--- src/rtl/mrwf_pkg.sv ---
// Shared types, step codes and the CRC-16/MODBUS byte update for the framer.
`timescale 1ns / 1ps
package mrwf_pkg;

    localparam int unsigned QueueDepth = 4;
    localparam int unsigned QueuePtrW  = $clog2(QueueDepth);
    localparam int unsigned QueueCntW  = $clog2(QueueDepth + 1);

    localparam logic [15:0] CrcInit = 16'hFFFF;
    localparam logic [15:0] CrcPoly = 16'hA001;

    // Position of the byte being sent within one queued command
    localparam logic [3:0] STEP_ADDR    = 4'd0;
    localparam logic [3:0] STEP_FUNC    = 4'd1;
    localparam logic [3:0] STEP_REG_HI  = 4'd2;
    localparam logic [3:0] STEP_REG_LO  = 4'd3;
    localparam logic [3:0] STEP_CNT_HI  = 4'd4;
    localparam logic [3:0] STEP_CNT_LO  = 4'd5;
    localparam logic [3:0] STEP_LEN     = 4'd6;
    localparam logic [3:0] STEP_PAYLOAD = 4'd7;
    localparam logic [3:0] STEP_CRC_LO  = 4'd8;
    localparam logic [3:0] STEP_CRC_HI  = 4'd9;

    // One classified item handed from the front to the back
    typedef struct packed {
        logic        first;        // send the seven header bytes first
        logic        has_payload;  // send payload_byte
        logic        ends;         // append the CRC and close the frame
        logic [7:0]  slave_address;
        logic [7:0]  function_code;
        logic [15:0] start_register;
        logic [15:0] register_count;
        logic [7:0]  byte_count;
        logic [7:0]  payload_byte;
    } cmd_t;

    // Status of the decoupling queue as seen by the back part
    typedef struct packed {
        logic empty;
        cmd_t head;
    } queue_out_t;

    // Fold one byte into the CRC, LSB first, reflected polynomial
    function automatic logic [15:0] crc_update(input logic [15:0] crc_in,
                                               input logic [7:0]  data);
        logic [15:0] crc;
        crc = crc_in ^ {8'h00, data};
        for (int i = 0; i < 8; i++) begin
            if (crc[0]) begin
                crc = (crc >> 1) ^ CrcPoly;
            end else begin
                crc = crc >> 1;
            end
        end
        return crc;
    endfunction

endpackage

--- src/rtl/modbus_rtu_write_framer.sv ---
// Top level of the Modbus RTU write request framer.
//
// Input channel s_*: one item per payload byte. The first item of a frame
// carries the header (address, function, start register, register count,
// byte count) and the first payload byte; later items carry one payload
// byte each. A zero byte count makes a frame of header and CRC only.
// Output channel m_*: one item per frame byte in transmit order, with
// tlast on the CRC high byte. CRC-16/MODBUS is sent low byte first.
// The first byte of an item passes through the command queue, the command
// register and the output register. The byte serialiser sends one byte per
// cycle while the receiver takes it, so payload items stream at one per cycle;
// a header item sends eight to ten bytes and a closing item three. A
// four-entry command queue lets the input side run ahead meanwhile.
// Reset empties the queue and the output register; s_tready is high
// afterwards. When the receiver stalls, the output register holds its byte,
// the queue fills and s_tready falls once it is full.
`timescale 1ns / 1ps
module modbus_rtu_write_framer
    import mrwf_pkg::*;
(
    input  logic        aclk,
    input  logic        aresetn,
    input  logic        s_tvalid,
    output logic        s_tready,
    // slave_address[7:0], function_code[15:8], start_register[31:16],
    // register_count[47:32], byte_count[55:48], payload_byte[63:56]
    input  logic [63:0] s_tdata,
    output logic        m_tvalid,
    input  logic        m_tready,
    // frame_byte[7:0]
    output logic [7:0]  m_tdata,
    output logic        m_tlast
);

    logic       push, pop, q_full;
    cmd_t       push_cmd;
    queue_out_t q_out;

    mrwf_front u_front (
        .aclk     (aclk),
        .aresetn  (aresetn),
        .s_tvalid (s_tvalid),
        .s_tready (s_tready),
        .s_tdata  (s_tdata),
        .q_full   (q_full),
        .push     (push),
        .push_cmd (push_cmd)
    );

    mrwf_queue u_queue (
        .aclk     (aclk),
        .aresetn  (aresetn),
        .push     (push),
        .push_cmd (push_cmd),
        .pop      (pop),
        .full     (q_full),
        .q_out    (q_out)
    );

    mrwf_back u_back (
        .aclk     (aclk),
        .aresetn  (aresetn),
        .q_out    (q_out),
        .pop      (pop),
        .m_tvalid (m_tvalid),
        .m_tready (m_tready),
        .m_tdata  (m_tdata),
        .m_tlast  (m_tlast)
    );

endmodule

--- src/rtl/mrwf_front.sv ---
// Front part: accepts items, tracks the frame and classifies each item.
`timescale 1ns / 1ps
module mrwf_front
    import mrwf_pkg::*;
(
    input  logic        aclk,
    input  logic        aresetn,
    input  logic        s_tvalid,
    output logic        s_tready,
    input  logic [63:0] s_tdata,
    input  logic        q_full,
    output logic        push,
    output cmd_t        push_cmd
);

    logic       in_frame_reg, in_frame_next;
    logic [7:0] left_reg, left_next;
    logic [7:0] len;

    assign s_tready = !q_full;
    assign push     = s_tvalid && s_tready;
    assign len      = s_tdata[55:48];

    // Classify the item against the current frame position
    always_comb begin
        push_cmd.slave_address  = s_tdata[7:0];
        push_cmd.function_code  = s_tdata[15:8];
        push_cmd.start_register = s_tdata[31:16];
        push_cmd.register_count = s_tdata[47:32];
        push_cmd.byte_count     = len;
        push_cmd.payload_byte   = s_tdata[63:56];
        if (!in_frame_reg) begin
            push_cmd.first       = 1'b1;
            push_cmd.has_payload = (len != 8'd0);
            push_cmd.ends        = (len <= 8'd1);
            in_frame_next        = (len > 8'd1);
            left_next            = len - 8'd1;
        end else begin
            push_cmd.first       = 1'b0;
            push_cmd.has_payload = 1'b1;
            push_cmd.ends        = (left_reg == 8'd1);
            in_frame_next        = (left_reg != 8'd1);
            left_next            = left_reg - 8'd1;
        end
    end

    // Advance the frame tracker on each accepted item
    always_ff @(posedge aclk) begin
        if (!aresetn) begin
            in_frame_reg <= 1'b0;
            left_reg     <= 8'd0;
        end else if (push) begin
            in_frame_reg <= in_frame_next;
            left_reg     <= left_next;
        end
    end

endmodule

--- src/rtl/mrwf_queue.sv ---
// Short command queue that decouples the front and back parts.
`timescale 1ns / 1ps
module mrwf_queue
    import mrwf_pkg::*;
(
    input  logic       aclk,
    input  logic       aresetn,
    input  logic       push,
    input  cmd_t       push_cmd,
    input  logic       pop,
    output logic       full,
    output queue_out_t q_out
);

    cmd_t                 mem [QueueDepth];
    logic [QueuePtrW-1:0] wr_ptr_reg;
    logic [QueuePtrW-1:0] rd_ptr_reg;
    logic [QueueCntW-1:0] count_reg;

    assign full        = (count_reg == QueueCntW'(QueueDepth));
    assign q_out.empty = (count_reg == '0);
    assign q_out.head  = mem[rd_ptr_reg];

    // Store the pushed command
    always_ff @(posedge aclk) begin
        if (push) begin
            mem[wr_ptr_reg] <= push_cmd;
        end
    end

    // Advance pointers and occupancy
    always_ff @(posedge aclk) begin
        if (!aresetn) begin
            wr_ptr_reg <= '0;
            rd_ptr_reg <= '0;
            count_reg  <= '0;
        end else begin
            if (push) begin
                wr_ptr_reg <= wr_ptr_reg + 1'b1;
            end
            if (pop) begin
                rd_ptr_reg <= rd_ptr_reg + 1'b1;
            end
            if (push && !pop) begin
                count_reg <= count_reg + 1'b1;
            end else if (pop && !push) begin
                count_reg <= count_reg - 1'b1;
            end
        end
    end

endmodule

--- src/rtl/mrwf_back.sv ---
// Back part: serialises queued commands into frame bytes and appends the CRC.
`timescale 1ns / 1ps
module mrwf_back
    import mrwf_pkg::*;
(
    input  logic       aclk,
    input  logic       aresetn,
    input  queue_out_t q_out,
    output logic       pop,
    output logic       m_tvalid,
    input  logic       m_tready,
    output logic [7:0] m_tdata,
    output logic       m_tlast
);

    cmd_t        cmd_reg;
    logic        act_reg;
    logic [3:0]  step_reg, step_next;
    logic [15:0] crc_reg, crc_base;
    logic        m_tvalid_reg;
    logic [7:0]  m_tdata_reg;
    logic        m_tlast_reg;
    logic [7:0]  byte_cur;
    logic        out_free, emit, cmd_done;

    assign out_free = !m_tvalid_reg || m_tready;
    assign emit     = act_reg && out_free;
    assign crc_base = (step_reg == STEP_ADDR) ? CrcInit : crc_reg;

    // Select the byte for this step and the step that follows it
    always_comb begin
        step_next = step_reg + 4'd1;
        cmd_done  = 1'b0;
        case (step_reg)
            STEP_ADDR:    byte_cur = cmd_reg.slave_address;
            STEP_FUNC:    byte_cur = cmd_reg.function_code;
            STEP_REG_HI:  byte_cur = cmd_reg.start_register[15:8];
            STEP_REG_LO:  byte_cur = cmd_reg.start_register[7:0];
            STEP_CNT_HI:  byte_cur = cmd_reg.register_count[15:8];
            STEP_CNT_LO:  byte_cur = cmd_reg.register_count[7:0];
            STEP_LEN: begin
                byte_cur = cmd_reg.byte_count;
                if (!cmd_reg.has_payload) begin
                    step_next = STEP_CRC_LO;
                end
            end
            STEP_PAYLOAD: begin
                byte_cur = cmd_reg.payload_byte;
                cmd_done = !cmd_reg.ends;
            end
            STEP_CRC_LO:  byte_cur = crc_reg[7:0];
            STEP_CRC_HI: begin
                byte_cur = crc_reg[15:8];
                cmd_done = 1'b1;
            end
            default: begin
                byte_cur = 8'h00;
                cmd_done = 1'b1;
            end
        endcase
    end

    assign pop = !q_out.empty && (!act_reg || (emit && cmd_done));

    // Load the next command or advance through the current one
    always_ff @(posedge aclk) begin
        if (!aresetn) begin
            act_reg  <= 1'b0;
            step_reg <= STEP_ADDR;
        end else if (pop) begin
            act_reg  <= 1'b1;
            step_reg <= q_out.head.first ? STEP_ADDR : STEP_PAYLOAD;
        end else if (emit && cmd_done) begin
            act_reg  <= 1'b0;
        end else if (emit) begin
            step_reg <= step_next;
        end
    end

    always_ff @(posedge aclk) begin
        if (pop) begin
            cmd_reg <= q_out.head;
        end
    end

    // Fold every header and payload byte into the running CRC
    always_ff @(posedge aclk) begin
        if (!aresetn) begin
            crc_reg <= CrcInit;
        end else if (emit && (step_reg <= STEP_PAYLOAD)) begin
            crc_reg <= crc_update(crc_base, byte_cur);
        end
    end

    // Hold the byte in the output register until it is taken
    always_ff @(posedge aclk) begin
        if (!aresetn) begin
            m_tvalid_reg <= 1'b0;
        end else if (emit) begin
            m_tvalid_reg <= 1'b1;
        end else if (m_tready) begin
            m_tvalid_reg <= 1'b0;
        end
    end

    always_ff @(posedge aclk) begin
        if (emit) begin
            m_tdata_reg <= byte_cur;
            m_tlast_reg <= (step_reg == STEP_CRC_HI);
        end
    end

    assign m_tvalid = m_tvalid_reg;
    assign m_tdata  = m_tdata_reg;
    assign m_tlast  = m_tlast_reg;

endmodule

--- config.mk ---
export PLATFORM = sky130hd
export DESIGN_NAME = modbus_rtu_write_framer
export DESIGN_NICKNAME = d
export VERILOG_FILES = /design/src/rtl/mrwf_pkg.sv /design/src/rtl/modbus_rtu_write_framer.sv /design/src/rtl/mrwf_front.sv /design/src/rtl/mrwf_queue.sv /design/src/rtl/mrwf_back.sv
export SDC_FILE = /design/constraint.sdc
export NUM_CORES = 1
export LEC_CHECK = 0
export BUFFER_PORTS_ARGS = -buffer_cell sky130_fd_sc_hd__buf_4
export CAP_MARGIN = 0
export CORE_ASPECT_RATIO = 2
export CORE_MARGIN = 4
export CORE_UTILIZATION = 44
export CTS_CLUSTER_SIZE = 24
export DETAILED_ROUTE_END_ITERATION = 7
export SLEW_MARGIN = 20
export SYNTH_ARGS = -nofsm -noshare
export SYNTH_HDL_FRONTEND = slang
export SYNTH_SLANG_ARGS = --single-unit
export TNS_END_PERCENT = 5
--- constraint.sdc ---
create_clock -name aclk -period 4 [get_ports aclk]
set_clock_uncertainty 0.05 [all_clocks]
set_input_delay 0.2 -clock aclk [delete_from_list [all_inputs] [get_ports aclk]]
set_output_delay 0.2 -clock aclk [all_outputs]
set_load 0.02 [all_outputs]
# After elaboration in Yosys (flattened, before gate mapping)
# Memories as Yosys holds them, arrays and structs flattened. A register that Yosys moved wholly into a read port is not among the register bits.
# Index checks and enable logic that the tools add are counted.
totals:
  regBits: 113
  mem_bits_rw: 268
  inputBits: 68
  output_inout_bits: 11
  n_memories: 1
memory_table:
  columns: ["memory", "depth", "word_bits", "read_ports", "rd_ports_with_merged_regs", "wr", "line_no", "rtl"]
  rows:
  - ["u_queue.mem", 4, 67, 1, 1, 1, "mrwf_queue.sv:15", "cmd_t mem [QueueDepth];"]
op_classes:
  add_sub_neg: 7
  n_lt_le_gt_ge: 3
  n_eq_ne: 13
  mux: 44
  n_bitwise: 9
  reduce_logical: 25
op_table:
  columns: ["cell", "count"]
  rows:
  - ["two-way mux 16 bit", 23]
  - ["case mux 8 bit (10 select lines)", 1]
  - ["NOT 2 -> 3 bit", 8]
  - ["two-way mux 4 bit", 5]
  - ["== test 4 x 3 -> 1 bit (second input constant)", 4]
  - ["subtractor 8 x 1 -> 8 bit (second input constant)", 2]
  - ["XOR 16 x 8 -> 16 bit", 1]
  - ["two-way mux 3 bit", 4]
  - ["== test 4 x 2 -> 1 bit (second input constant)", 2]
  - ["== test 4 bit (second input constant)", 2]
  - ["== test 8 x 1 -> 1 bit (second input constant)", 1]
  - ["> comparator 8 x 1 -> 1 bit (second input constant)", 1]
  - ["less-or-equal comparator 8 x 1 -> 1 bit (second input constant)", 1]
  - ["two-way mux 8 bit", 1]
  - ["!= test 8 x 1 -> 1 bit (second input constant)", 1]
  - ["nonzero test 2 bit", 4]
  - ["nonzero test 8 bit", 1]
  - ["OR reduction 8 bit", 1]
  - ["logical AND 1 bit", 7]
  - ["zero test 1 bit", 7]
  - ["two-way mux 1 bit", 7]
  - ["adder 2 x 1 -> 2 bit (second input constant)", 2]
  - ["adder 4 x 1 -> 4 bit (second input constant)", 1]
  - ["== test 4 x 1 -> 1 bit (second input constant)", 1]
  - ["other kinds (11)", 13]

# Depth between registers and ports, before layout
# Gate-level depths: netlist (run 1).
depth:
  ltp_word: 33
  depth_mapped: 15
  ltp_nobuf: 12

# Cells and area by module
# From an unflattened synthesis (run 1), not the netlist that was laid out.
unflattened:
  cells_unflattened: 867
  hier_area_um2: 15592.5
modules_own_cells:
  columns: ["mod", "instances", "cells_each", "area_each_um2", "seq_area_each_um2"]
  rows:
  - ["mrwf_queue", 1, 393, 10147.2, 8227.9]
  - ["mrwf_back", 1, 315, 4214.0, 2692.6]
  - ["mrwf_front", 1, 159, 1231.2, 180.2]

# Worst setup path before layout (run 1)
# Ideal clock, no wire load.
synth_path:
  path_kind: "reg2reg"
  startpoint: "reg u_back.step_reg[1]"
  endpoint: "reg (tool-made name)"
  setup_ns: 0.118
  arrival_time_ns: 3.546
  required_ns: 3.832
  setup_slack_ns: 0.285
  stages_incl_launch_ff: 14
  period_less_slack_ns: 3.715
  cell_sequence: "dfxtp_1 inv_1 ha_1 buf_6 buf_6 buf_2 nor3_1 o21bai_1 a21boi_0 o21ai_1 inv_1 nand2_1 xnor2_1 and2_1"
synth_rtl:
  columns: ["element", "line_no", "rtl"]
  rows:
  - ["from (decl)", "mrwf_back.sv:18", "logic [3:0] step_reg, step_next;"]
  - ["from (signal assigned)", "mrwf_back.sv:72", "step_reg <= q_out.head.first ? STEP_ADDR : STEP_PAYLOAD;"]
  - ["from (signal assigned)", "mrwf_back.sv:76", "step_reg <= step_next;"]

# Worst setup path after layout (run 1)
layout_path:
  startpoint: "reg u_back.step_reg[1]"
  endpoint: "reg u_queue.count_reg[2]"
layout_via:
  elab_chain_len: 9
  word_cells_on_any_way: 19
  cone_classes: "8 x eq/ne; 2 x mux; 9 x reduce/logical"
layout_rtl:
  columns: ["element", "line_no", "rtl"]
  rows:
  - ["== test 4 x 1 -> 1 bit (tied with other cells)", "mrwf_back.sv:34", "case (step_reg)"]
  - ["OR reduction 8 bit (no line)", null, null]
  - ["case mux 1 bit (2 select lines) (*)", "mrwf_back.sv:34", null]
  - ["logical AND 1 bit (*)", "mrwf_back.sv:63", "assign pop = !q_out.empty && (!act_reg || (emit && cmd_done));"]
  - ["logical OR 1 bit (*)", "mrwf_back.sv:63", null]
  - ["logical AND 1 bit (*)", "mrwf_back.sv:63", null]
  - ["zero test 1 bit", "mrwf_queue.sv:44", "if (push && !pop) begin"]
  - ["logical AND 1 bit", "mrwf_queue.sv:44", null]
  - ["two-way mux 3 bit or nonzero test 2 bit (tied branches)", null, null]
  - ["to (signal assigned)", "mrwf_queue.sv:45", "count_reg <= count_reg + 1'b1;"]
  - ["to (signal assigned)", "mrwf_queue.sv:47", "count_reg <= count_reg - 1'b1;"]
  - ["to (decl)", "mrwf_queue.sv:18", "logic [QueueCntW-1:0] count_reg;"]
# Mark *: on every way between the ends. The rest lies on a longest branch, timed or not.
# A chain may end at the register's enable or synchronous reset.

==> metrics.yaml, run 1 <==
avgSynthCellArea_um2: 18.6
die_h_um: 268
worst-path-max-fanout: 20
min-delay-path-class: "in -> reg"
number_of_buffers_on_the_longest_clock_path: 3
die_extent_in_x_um: 138
crit_path_start_kind: "flop"
data_required_time_of_the_worst_path_ns: 4.38
grt_overflow: 0
report.final.slew_viol_count: 0
areaGrowthSynthToFinish_pct: 19.9
ys_seq_elements: 383
timing.final.crit_share_pct: 81.5
drc: 0
n_antenna_cell: 0
worst_r2r_startpoint: "u_back.step_reg[1]$_SDFFE_PN0P_"
post_synth_edffs: 343
placed_area_um2: 16100
worst-r2r-cell-count: 12
critical-path-max-stage-delay_ns: 0.66
clkSlewWorstSetupHoldPaths_ns: 0.06
clock_sinks: 383
netlist-cell-type-count: 56
finalSetupViolCount: 0
antenna_found_initial: 0
reg2reg_to: "u_queue.count_reg[2]$_SDFFE_PN0P_"
cp.buffers_inverters: 2
worst_slew_margin_rel_pct: 42.4
final_nets: 1042
cp_data_arrival_time_ns: 3.64
hold-path-cell-count: 4
drt_wl_total_um: 30200
timing.fmax_mhz: 307
std_cell_rows: 95
drive_gt1_share_pct: 23.1
viasPerCell: 5.36
setup.worst_path.end_class: "flop"
cp_cell_sequence: "ha_1 > nor3_1 > o21bai_1 > a21boi_0 > o21ai_1 > buf_4 > ha_1 > inv_1 > fa_1 > xor2_1 > or3_1 > a21boi_0"
die_area_um2: 37100
detail-route-antenna-nets: 0
placed_cells: 1293
asyncSetResetFlopFracSynth_pct: 0
setup_tns_ns: 0
post_cts_resize_count: 0
design.core.area_um2: 33500
max_capacitance_violation_count: 0
synth_area_leaders: "edfxtp_1, mux4_2, dfxtp_1"
tightest_slew_ns: 0.862
io_buffer_count: 78
clock_insertion_delay_worst_skew_ns: 0.51
finalInstanceArea_um2: 17900
crit_start: "u_back.step_reg[1]$_SDFFE_PN0P_"
cts_tree: "built"
number_of_synthesis_warnings: 0
run_status: "finished, final reports clean"
leakage_nw: 6.06
initial_utilization_pct: 44.5
unrepaired_setup_endpoints_after_global_routing: "false"
pre_cts_ws_ns: 0.791
cts-htree-levels: 2
cts_root_buf: "clkbuf_16"
min_period_ns: 3.26
drt_iter0_markers: 752
area_leader_netlist: "edfxtp_1"
vias_in_the_first_global_route: 8212
path_class: "reg -> reg"
grt_first_pass_wirelength_um: 48400
synth_largest_type_area_fraction_pct: 69.0
cts_buffers: 35
final-hold-violation-count: 0
gr-usage-all-layers_pct: 16.9
globalplace.congestion: 0.837
design.portCount: 79
ys_dominant_reg_cell: "edfxtp_1"
p_per_area_nw_per_um2: 741
syn_area_um2: 14900
avgRoutedWirePerCell_um: 21.2
post-dp-hpwl_um: 19600
worst_path_dominant_cell_family: "adder cells"
grt_start_max_net_pins: 69
reg2reg_setup_slack_ns: 0.74
pre_antenna_drt_iters: 5
cp_num_cells: 12
post-route-worst-setup-slack_ns: 0.739
slowest_cell_on_the_critical_path: "ha_1"
post_layout_nonfiller_instances: 1421
syn_nets: 884
peakVddDrop_v: 0.000676
critPathCapture: "u_queue.count_reg[2]$_SDFFE_PN0P_"
synth_cells: 802
largest_register_ff_count: 268
via_count: 7611
synth_sequential_area_ratio_pct: 74.4
-- Yosys cell counts (3+ instances only) --
cell / count
edfxtp_1: 343
mux4_2: 67
dfxtp_1: 40
nand2_1: 38
nor2_1: 31
inv_1: 22
a21oi_1: 19
xnor2_1: 19
a22oi_1: 18
o21ai_0: 17
clkbuf_1: 16
ha_1: 13
nor3_1: 12
buf_1: 11
xor2_1: 11
a21boi_0: 10
o211ai_1: 10
buf_2: 9
and3_1: 8
nand3_1: 8
a222oi_1: 7
a211oi_1: 6
a221oi_1: 6
and2_1: 6
nor2b_1: 4
or3_1: 4
xnor3_1: 4
buf_6: 3
mux2i_1: 3
o21a_1: 3
-- cell families after synthesis --
family | count (synthesis) | share of synthesized area, %
XOR/XNOR | 37 | 2.87
AO/OA/AOI/OAI | 116 | 5.60
multiplexers | 70 | 10.3
flip-flops | 383 | 74.4
buffers and inverters | 63 | 1.86
AND/OR/NAND/NOR | 119 | 3.72
adder cells (fa/ha/maj) | 14 | 1.22
-- layer usage --
layer,vias up,global-route usage (%),part of all wire (%)
met3,59,2.39,3.0
met2,164,31.1,56
met5,-,0,0
li1,3512,-,-
met1,3876,19.9,38
met4,0,6.66,3.3
-- worst register-to-register path, stage by stage, from the launching register on --
cell      delay (ns)
dfxtp_1         0.41
ha_1            0.66
nor3_1          0.11
o21bai_1        0.24
a21boi_0        0.16
o21ai_1         0.14
buf_4           0.16
ha_1            0.18
inv_1           0.06
fa_1            0.37
xor2_1          0.16
or3_1           0.30
a21boi_0        0.17
-- per-stage QoR --
step / power (mW) / utilization [%] / hold slack (ns)
global route: 14.0 / 53.3 / 0.346
CTS: 13.5 / 53.3 / 0.278
finish: 13.3 / 53.3 / 0.283
detailed placement: 10.1 / 48.0 / 0.352
global placement: 10.0 / 48.0 / 0.350
floorplan: 8.87 / - / 0.249
-- worst min path at each step --
stage / slack [ns] / to / from
final: 0.28 / u_queue.wr_ptr_reg[1]$_SDFFE_PN0P_ / s_tvalid
after global routing: 0.35 / u_front.left_reg[1]$_SDFFE_PN0P_ / s_tvalid
after CTS: 0.28 / u_queue.wr_ptr_reg[1]$_SDFFE_PN0P_ / s_tvalid
after detailed placement: 0.35 / u_queue.mem[0][41]$_DFFE_PP_ / s_tdata[25]
after global placement: 0.35 / u_queue.mem[3][46]$_DFFE_PP_ / s_tdata[30]
after floorplan: 0.25 / u_queue.mem[0][0]$_DFFE_PP_ / s_tdata[56]
-- what timing repair did --
| item | CTS | global route |
|---|---|---|
| endpoints found under the hold margin | 259 | 0 |
| buffers inserted | 0 | 0 |
| endpoints found under the setup margin | 0 | 0 |
| hold buffers | 66 | 0 |
-- report_power, final --
group	internal (mW)	switching (mW)	leakage [nW]	total [mW]
logic	2.02	2.11	2.00	4.14
clock network	1.89	1.39	0.549	3.28
registers	5.42	0.416	3.50	5.83
-- layout make-up --
cell class              instances  area [um^2]
flip-flops and latches        383        11100
multi-input cells             356         3540
well taps                     436          546
repair buffers                162         1480
clock inverters                19          174
fillers                      2661        15600
clock buffers                  43          948
inverters                      22         82.6
-- placed cells by master (no fill, tap or decap), types with 18 or more instances in the layout --
cell and n:
nor2_1 31, a22oi_1 18, dfxtp_1 38, dlygate4sd3_1 66, a21oi_1 19, xnor2_1 19
buf_4 88, clkbuf_16 37, edfxtp_1 343, nand2_1 38, inv_1 21, mux4_2 67
Note: power is estimated with default switching activity, not from simulation.
==> run 2, diff against run 1 <==
clock period = 2.85 ns   (was 4 ns; I/O delays follow)
==> metrics.yaml, run 2 (synthesis results as in run 1) <==
run_status: "finished, final reports clean"
layout.cells.most_common: "edfxtp_1"
die_extent_in_x_um: 138  # unchanged
n_antenna_cell: 0  # unchanged
leakage_nw: 6.29  # +3.8%
worst_slew_margin_rel_pct: 53.0  # +11 points
share_of_the_core_filled_with_cells_in_the_final_layout_pct: 54.8  # +1.4 points
finalHoldWorstSlack_ns: 0.155  # -0.129 ns
clock_sinks: 383  # unchanged
cp_data_arrival_time_ns: 3.06  # -0.58 ns
max_capacitance_violation_count: 0  # unchanged
antenna_found_initial: 0  # unchanged
worst-path-max-fanout: 18  # -10%
cts-htree-levels: 2  # unchanged
pre_antenna_drt_iters: 7  # +2
report.final.slew_viol_count: 0  # unchanged
design.core.area_um2: 33500  # unchanged
setup_tns_ns: 0  # unchanged
pre_cts_ws_ns: -0.0773  # -0.868 ns
gr-usage-all-layers_pct: 17.2  # +0.38 points
multi_input_area_um2: 3630  # +2.4%
std_cell_rows: 95  # unchanged
final_nets: 1079  # +3.6%
path_class: "reg -> reg"
post-route-worst-setup-slack_ns: 0.120  # -0.619 ns
crit_path_start_kind: "flop"
design.portCount: 79  # unchanged
total_power_mw: 19.7  # +48%
tightest_slew_ns: 0.705  # -0.157 ns
cts_tree: "built"
io_buffer_count: 78  # unchanged
avgRoutedWirePerCell_um: 21.5  # +1.4%
detail-route-antenna-nets: 0  # unchanged
globalplace.congestion: 0.882  # +5.3%
drc: 0  # unchanged
die_area_um2: 37100  # unchanged
min_period_ns: 2.73  # -0.531 ns
p_per_area_nw_per_um2: 1070  # +44%
number_of_buffers_on_the_longest_clock_path: 3  # unchanged
drive_gt1_share_pct: 27.6  # +4.5 points
num-fill-cells: 2658  # -0.11%
viasPerCell: 5.30  # -0.97%
via_count: 7728  # +1.5%
post_layout_nonfiller_instances: 1457  # +2.5%
timing.fmax_mhz: 366  # +19%
timing.final.crit_share_pct: 95.8  # +14 points
grt_first_pass_wirelength_um: 49000  # +1.4%
vias_in_the_first_global_route: 8248  # +0.44%
grt_overflow: 0  # unchanged
final-hold-violation-count: 0  # unchanged
cts_root_buf: "clkbuf_16"
placed_area_um2: 16400  # +2.2%
cts_buffers: 34  # -2.9%
min-delay-path-class: "in -> reg"
peakVddDrop_v: 0.000907  # +34%
grt_start_max_net_pins: 42  # -39%
clock_insertion_delay_worst_skew_ns: 0.52  # about the same
clkSlewWorstSetupHoldPaths_ns: 0.08  # +0.02 ns
data_required_time_of_the_worst_path_ns: 3.18  # -1.20 ns
drt_iter0_markers: 520  # -31%
most_used_cells_in_the_layout_excluding_fill_and_tap_cells: "edfxtp_1, buf_4, mux4_2"
placed_cells: 1327  # +2.6%
post-dp-hpwl_um: 21500  # +9.6%
die_h_um: 268  # unchanged
drt_wl_total_um: 31400  # +4.0%
largest_register_ff_count: 268  # unchanged
unrepaired_setup_endpoints_after_global_routing: "true"
initial_utilization_pct: 44.5  # unchanged
area.sequential_um2: 11100  # about the same
setup.worst_path.end_class: "flop"
areaGrowthSynthToFinish_pct: 23.1
finalInstanceArea_um2: 18400  # +2.7%
finalSetupViolCount: 0  # unchanged
run 2: final timing paths:
kind                                         start                                to  slack [ns]  cells after the start
setup / recovery   u_back.step_reg[0]$_SDFFE_PN0P_    u_back.crc_reg[0]$_SDFFE_PN1P_        0.12                     10
hold / removal                            s_tvalid  u_front.left_reg[1]$_SDFFE_PN0P_        0.15                      5
setup reg to reg   u_back.step_reg[0]$_SDFFE_PN0P_    u_back.crc_reg[0]$_SDFFE_PN1P_        0.12                     10
hold reg to reg   u_front.left_reg[5]$_SDFFE_PN0P_  u_front.left_reg[5]$_SDFFE_PN0P_        0.45                      2
run 2: cell type report:
type / instances / area share [%]
clock buffers: 42 / 4.91
clock inverters: 18 / 1.38
inverters: 22 / 0.484
multi-input cells: 356 / 19.8
flip-flops and latches: 383 / 60.5
well taps: 436 / 2.97
repair buffers: 200 / 9.98
run 2: repair_timing:
item	in CTS	in global routing
endpoints found under the setup margin	2	4
hold endpoints to repair	272	0
setup buffers	0	4
pin swaps	2	14
hold buffers	66	0
resized for setup	3	14
run 2: critical path, stage by stage (launching register included):
cell and delay, ns:
dfxtp_4 0.41, inv_4 0.06, ha_2 0.19, buf_12 0.15
a222oi_1 0.34, nand2_1 0.12, o2bb2ai_1 0.19, xor2_1 0.25
xnor3_1 0.37, xnor3_1 0.40, o211ai_2 0.07
run 2: where the power goes:
| group | internal (mW) | total (mW) | leakage (nW) | switching (mW) |
|---|---|---|---|---|
| registers | 7.61 | 8.30 | 3.50 | 0.691 |
| logic | 3.45 | 6.58 | 2.22 | 3.12 |
| clock network | 2.81 | 4.78 | 0.558 | 1.97 |
run 2: routing by layer:
| metal | global-route usage (%) | wire, um |
|---|---|---|
| met1 | 20.4 | 11900 |
| met2 | 31.6 | 17200 |
| met3 | 2.30 | 1020 |
| met4 | 7.30 | 1260 |
| met5 | 0 | 0 |
==> run 3, diff against run 2 <==
CORE_MARGIN = default   (was 4)
==> metrics.yaml, run 3 (synthesis results as in run 1) <==
cts_buffers: 35  # +2.9%
worst_path_dominant_cell_family: "XOR/XNOR gates"
post_cts_repair_timing_setup_buffer_count: 0  # unchanged
power.clock.fraction_pct: 24.0  # -0.3 points
die_area_um2: 34700  # -6.5%
report.final.slew_viol_count: 0  # unchanged
via_count: 7734  # +0.078%
layout.cells.most_common: "edfxtp_1"
grt_util_met2_pct: 32.9  # +1.4 points
tightest_slew_ns: 0.793  # +0.0874 ns
worst-path-max-fanout: 15  # -3
critical-path-max-stage-delay_ns: 0.43  # +0.02 ns
post_layout_nonfiller_instances: 1458  # +0.069%
num-fill-cells: 2617  # -1.5%
detail-route-antenna-nets: 0  # unchanged
unrepaired_setup_endpoints_after_global_routing: "true"
drc: 0  # unchanged
power_report.internal_total_mw: 13.7  # -1.6%
worst_slew_margin_rel_pct: 46.5  # -6.5 points
crit_path_start_kind: "flop"
areaGrowthSynthToFinish_pct: 22.7
hp-start: "s_tvalid"
cp_data_arrival_time_ns: 3.17  # +0.11 ns
data_required_time_of_the_worst_path_ns: 3.25  # +0.07 ns
die_h_um: 262  # -2.2%
seq_power_share_pct: 42.4  # +0.2 points
cpMostUsedCell: "xnor3_1"
std_cell_rows: 95  # unchanged
pre_cts_ws_ns: -0.0174  # +0.0599 ns
worst_r2r_startpoint: "u_back.step_reg[1]$_SDFFE_PN0P_"
n_antenna_cell: 0  # unchanged
design.portCount: 79  # unchanged
min_period_ns: 2.77  # +0.0411 ns
largest_register_ff_count: 268  # unchanged
crit_start: "u_back.step_reg[1]$_SDFFE_PN0P_"
netSwitchingFraction_pct: 29.8  # +0.43 points
cts_tree: "built"
clock_insertion_delay_worst_skew_ns: 0.53  # about the same
io_buffer_count: 78  # unchanged
drt_wl_total_um: 30700  # -2.1%
grt_overflow: 0  # unchanged
path_class: "reg -> reg"
drt_iter0_markers: 514  # -1.2%
reg2reg_setup_slack_ns: 0.08  # -0.04 ns
cp_cell_sequence: "inv_2 > ha_4 > buf_12 > a22oi_1 > o21ai_0 > and3_1 > xnor3_1 > xnor3_2 > xnor3_1 > o211ai_2"
timing.fmax_mhz: 361  # -1.5%
die_extent_in_x_um: 132  # -4.3%
design.core.area_um2: 33500  # unchanged
min-delay-path-class: "in -> reg"
cts_root_buf: "clkbuf_16"
final_nets: 1079  # unchanged
cp.buffers_inverters: 2  # unchanged
power_switching_mw: 5.81  # +0.49%
combPwrFrac_pct: 33.6  # about the same
most_used_cells_in_the_layout_excluding_fill_and_tap_cells: "edfxtp_1, buf_4, mux4_2"
max_capacitance_violation_count: 0  # unchanged
share_of_the_core_filled_with_cells_in_the_final_layout_pct: 54.6  # -0.21 points
leakage_nw: 6.24  # -0.65%
p_per_area_nw_per_um2: 1060  # -0.60%
placed_cells: 1330  # +0.23%
finalSetupViolCount: 0  # unchanged
drive_gt1_share_pct: 27.2  # -0.42 points
run_status: "finished, final reports clean"
clkSlewWorstSetupHoldPaths_ns: 0.07  # about the same
peakVddDrop_v: 0.000884  # -2.5%
viasPerCell: 5.30  # about the same
timing.final.crit_share_pct: 97.2  # +1.4 points
pre_antenna_drt_iters: 5  # -2
avgRoutedWirePerCell_um: 21.1  # -2.2%
final-hold-violation-count: 0  # unchanged
global_route.usage.met1_pct: 20.8  # +0.36 points
grt-busiest-layer: "met2"
grt_first_pass_wirelength_um: 47400  # -3.2%
slowest_cell_on_the_critical_path: "xnor3_1"
post-dp-hpwl_um: 20900  # -2.6%
clock_sinks: 383  # unchanged
grt_start_max_net_pins: 55  # +31%
antenna_found_initial: 1  # +1
number_of_buffers_on_the_longest_clock_path: 3  # unchanged
setup.worst_path.end_class: "flop"
gr-usage-all-layers_pct: 18.3  # +1.1 points
met3_usage_pct: 2.87  # +0.58 points
post-route-worst-setup-slack_ns: 0.0788  # -0.0411 ns
globalplace.congestion: 0.932  # +5.7%
cts-htree-levels: 2  # unchanged
initial_utilization_pct: 44.5  # unchanged
vias_in_the_first_global_route: 8127  # -1.5%
## run 3: worst paths after layout
kind,to,cells after the start
max,u_back.crc_reg[0]$_SDFFE_PN1P_,10
min,u_front.left_reg[0]$_SDFFE_PN0P_,5
max reg2reg,u_back.crc_reg[0]$_SDFFE_PN1P_,10
min reg2reg,u_front.left_reg[5]$_SDFFE_PN0P_,2
## run 3: power by group through the flow
stage               Combinational, mW  Sequential (mW)  Clock (mW)
CTS                              6.56             8.27        4.80
global route                     7.06             8.37        4.98
finish                           6.53             8.25        4.68
floorplan                        4.40             8.09           0
detailed placement               6.47             8.37           0
global placement                 6.38             8.37           0
## run 3: layer usage
metal / wire length, um / vias up
met3: 898 / 70
li1: - / 3588
met4: 1480 / 2
met2: 16500 / 151
met5: 18 / -
met1: 11900 / 3923
## run 3: timing repair
item	CTS	global route
endpoints found under the setup margin	1	5
hold buffers	66	0
pin swaps	0	3
hold endpoints to repair	270	0
gates resized for setup	2	8
## run 3: area by class of cell
type	instances	area [um^2]	area share [%]
clock buffers	39	912	4.98
clock inverters	23	229	1.25
inverters	22	86.3	0.472
multi-input cells	356	3630	19.9
flip-flops and latches	383	11100	60.7
well taps	436	546	2.98
repair buffers	199	1780	9.75
## run 3: stage by stage
step	power (mW)	hold slack [ns]	instance area [um^2]	setup TNS, ns
after global routing	20.4	0.138	18300	-0.0461
after global placement	14.7	0.292	16400	0
final	19.5	0.0961	18300	0
after CTS	19.6	0.0835	18200	0
after floorplan	12.5	0.191	15000	-10.97
after detailed placement	14.8	0.296	16400	-0.0174
## run 3: worst register-to-register path, delay by kind of cell (launching register included)
family | cells | cell delay [ns]
flip-flops | 1 | 0.42
XOR/XNOR | 3 | 1.15
AND/OR/NAND/NOR | 1 | 0.22
adder cells (fa/ha/maj) | 1 | 0.22
buffers and inverters | 2 | 0.26
AO/OA/AOI/OAI | 3 | 0.40
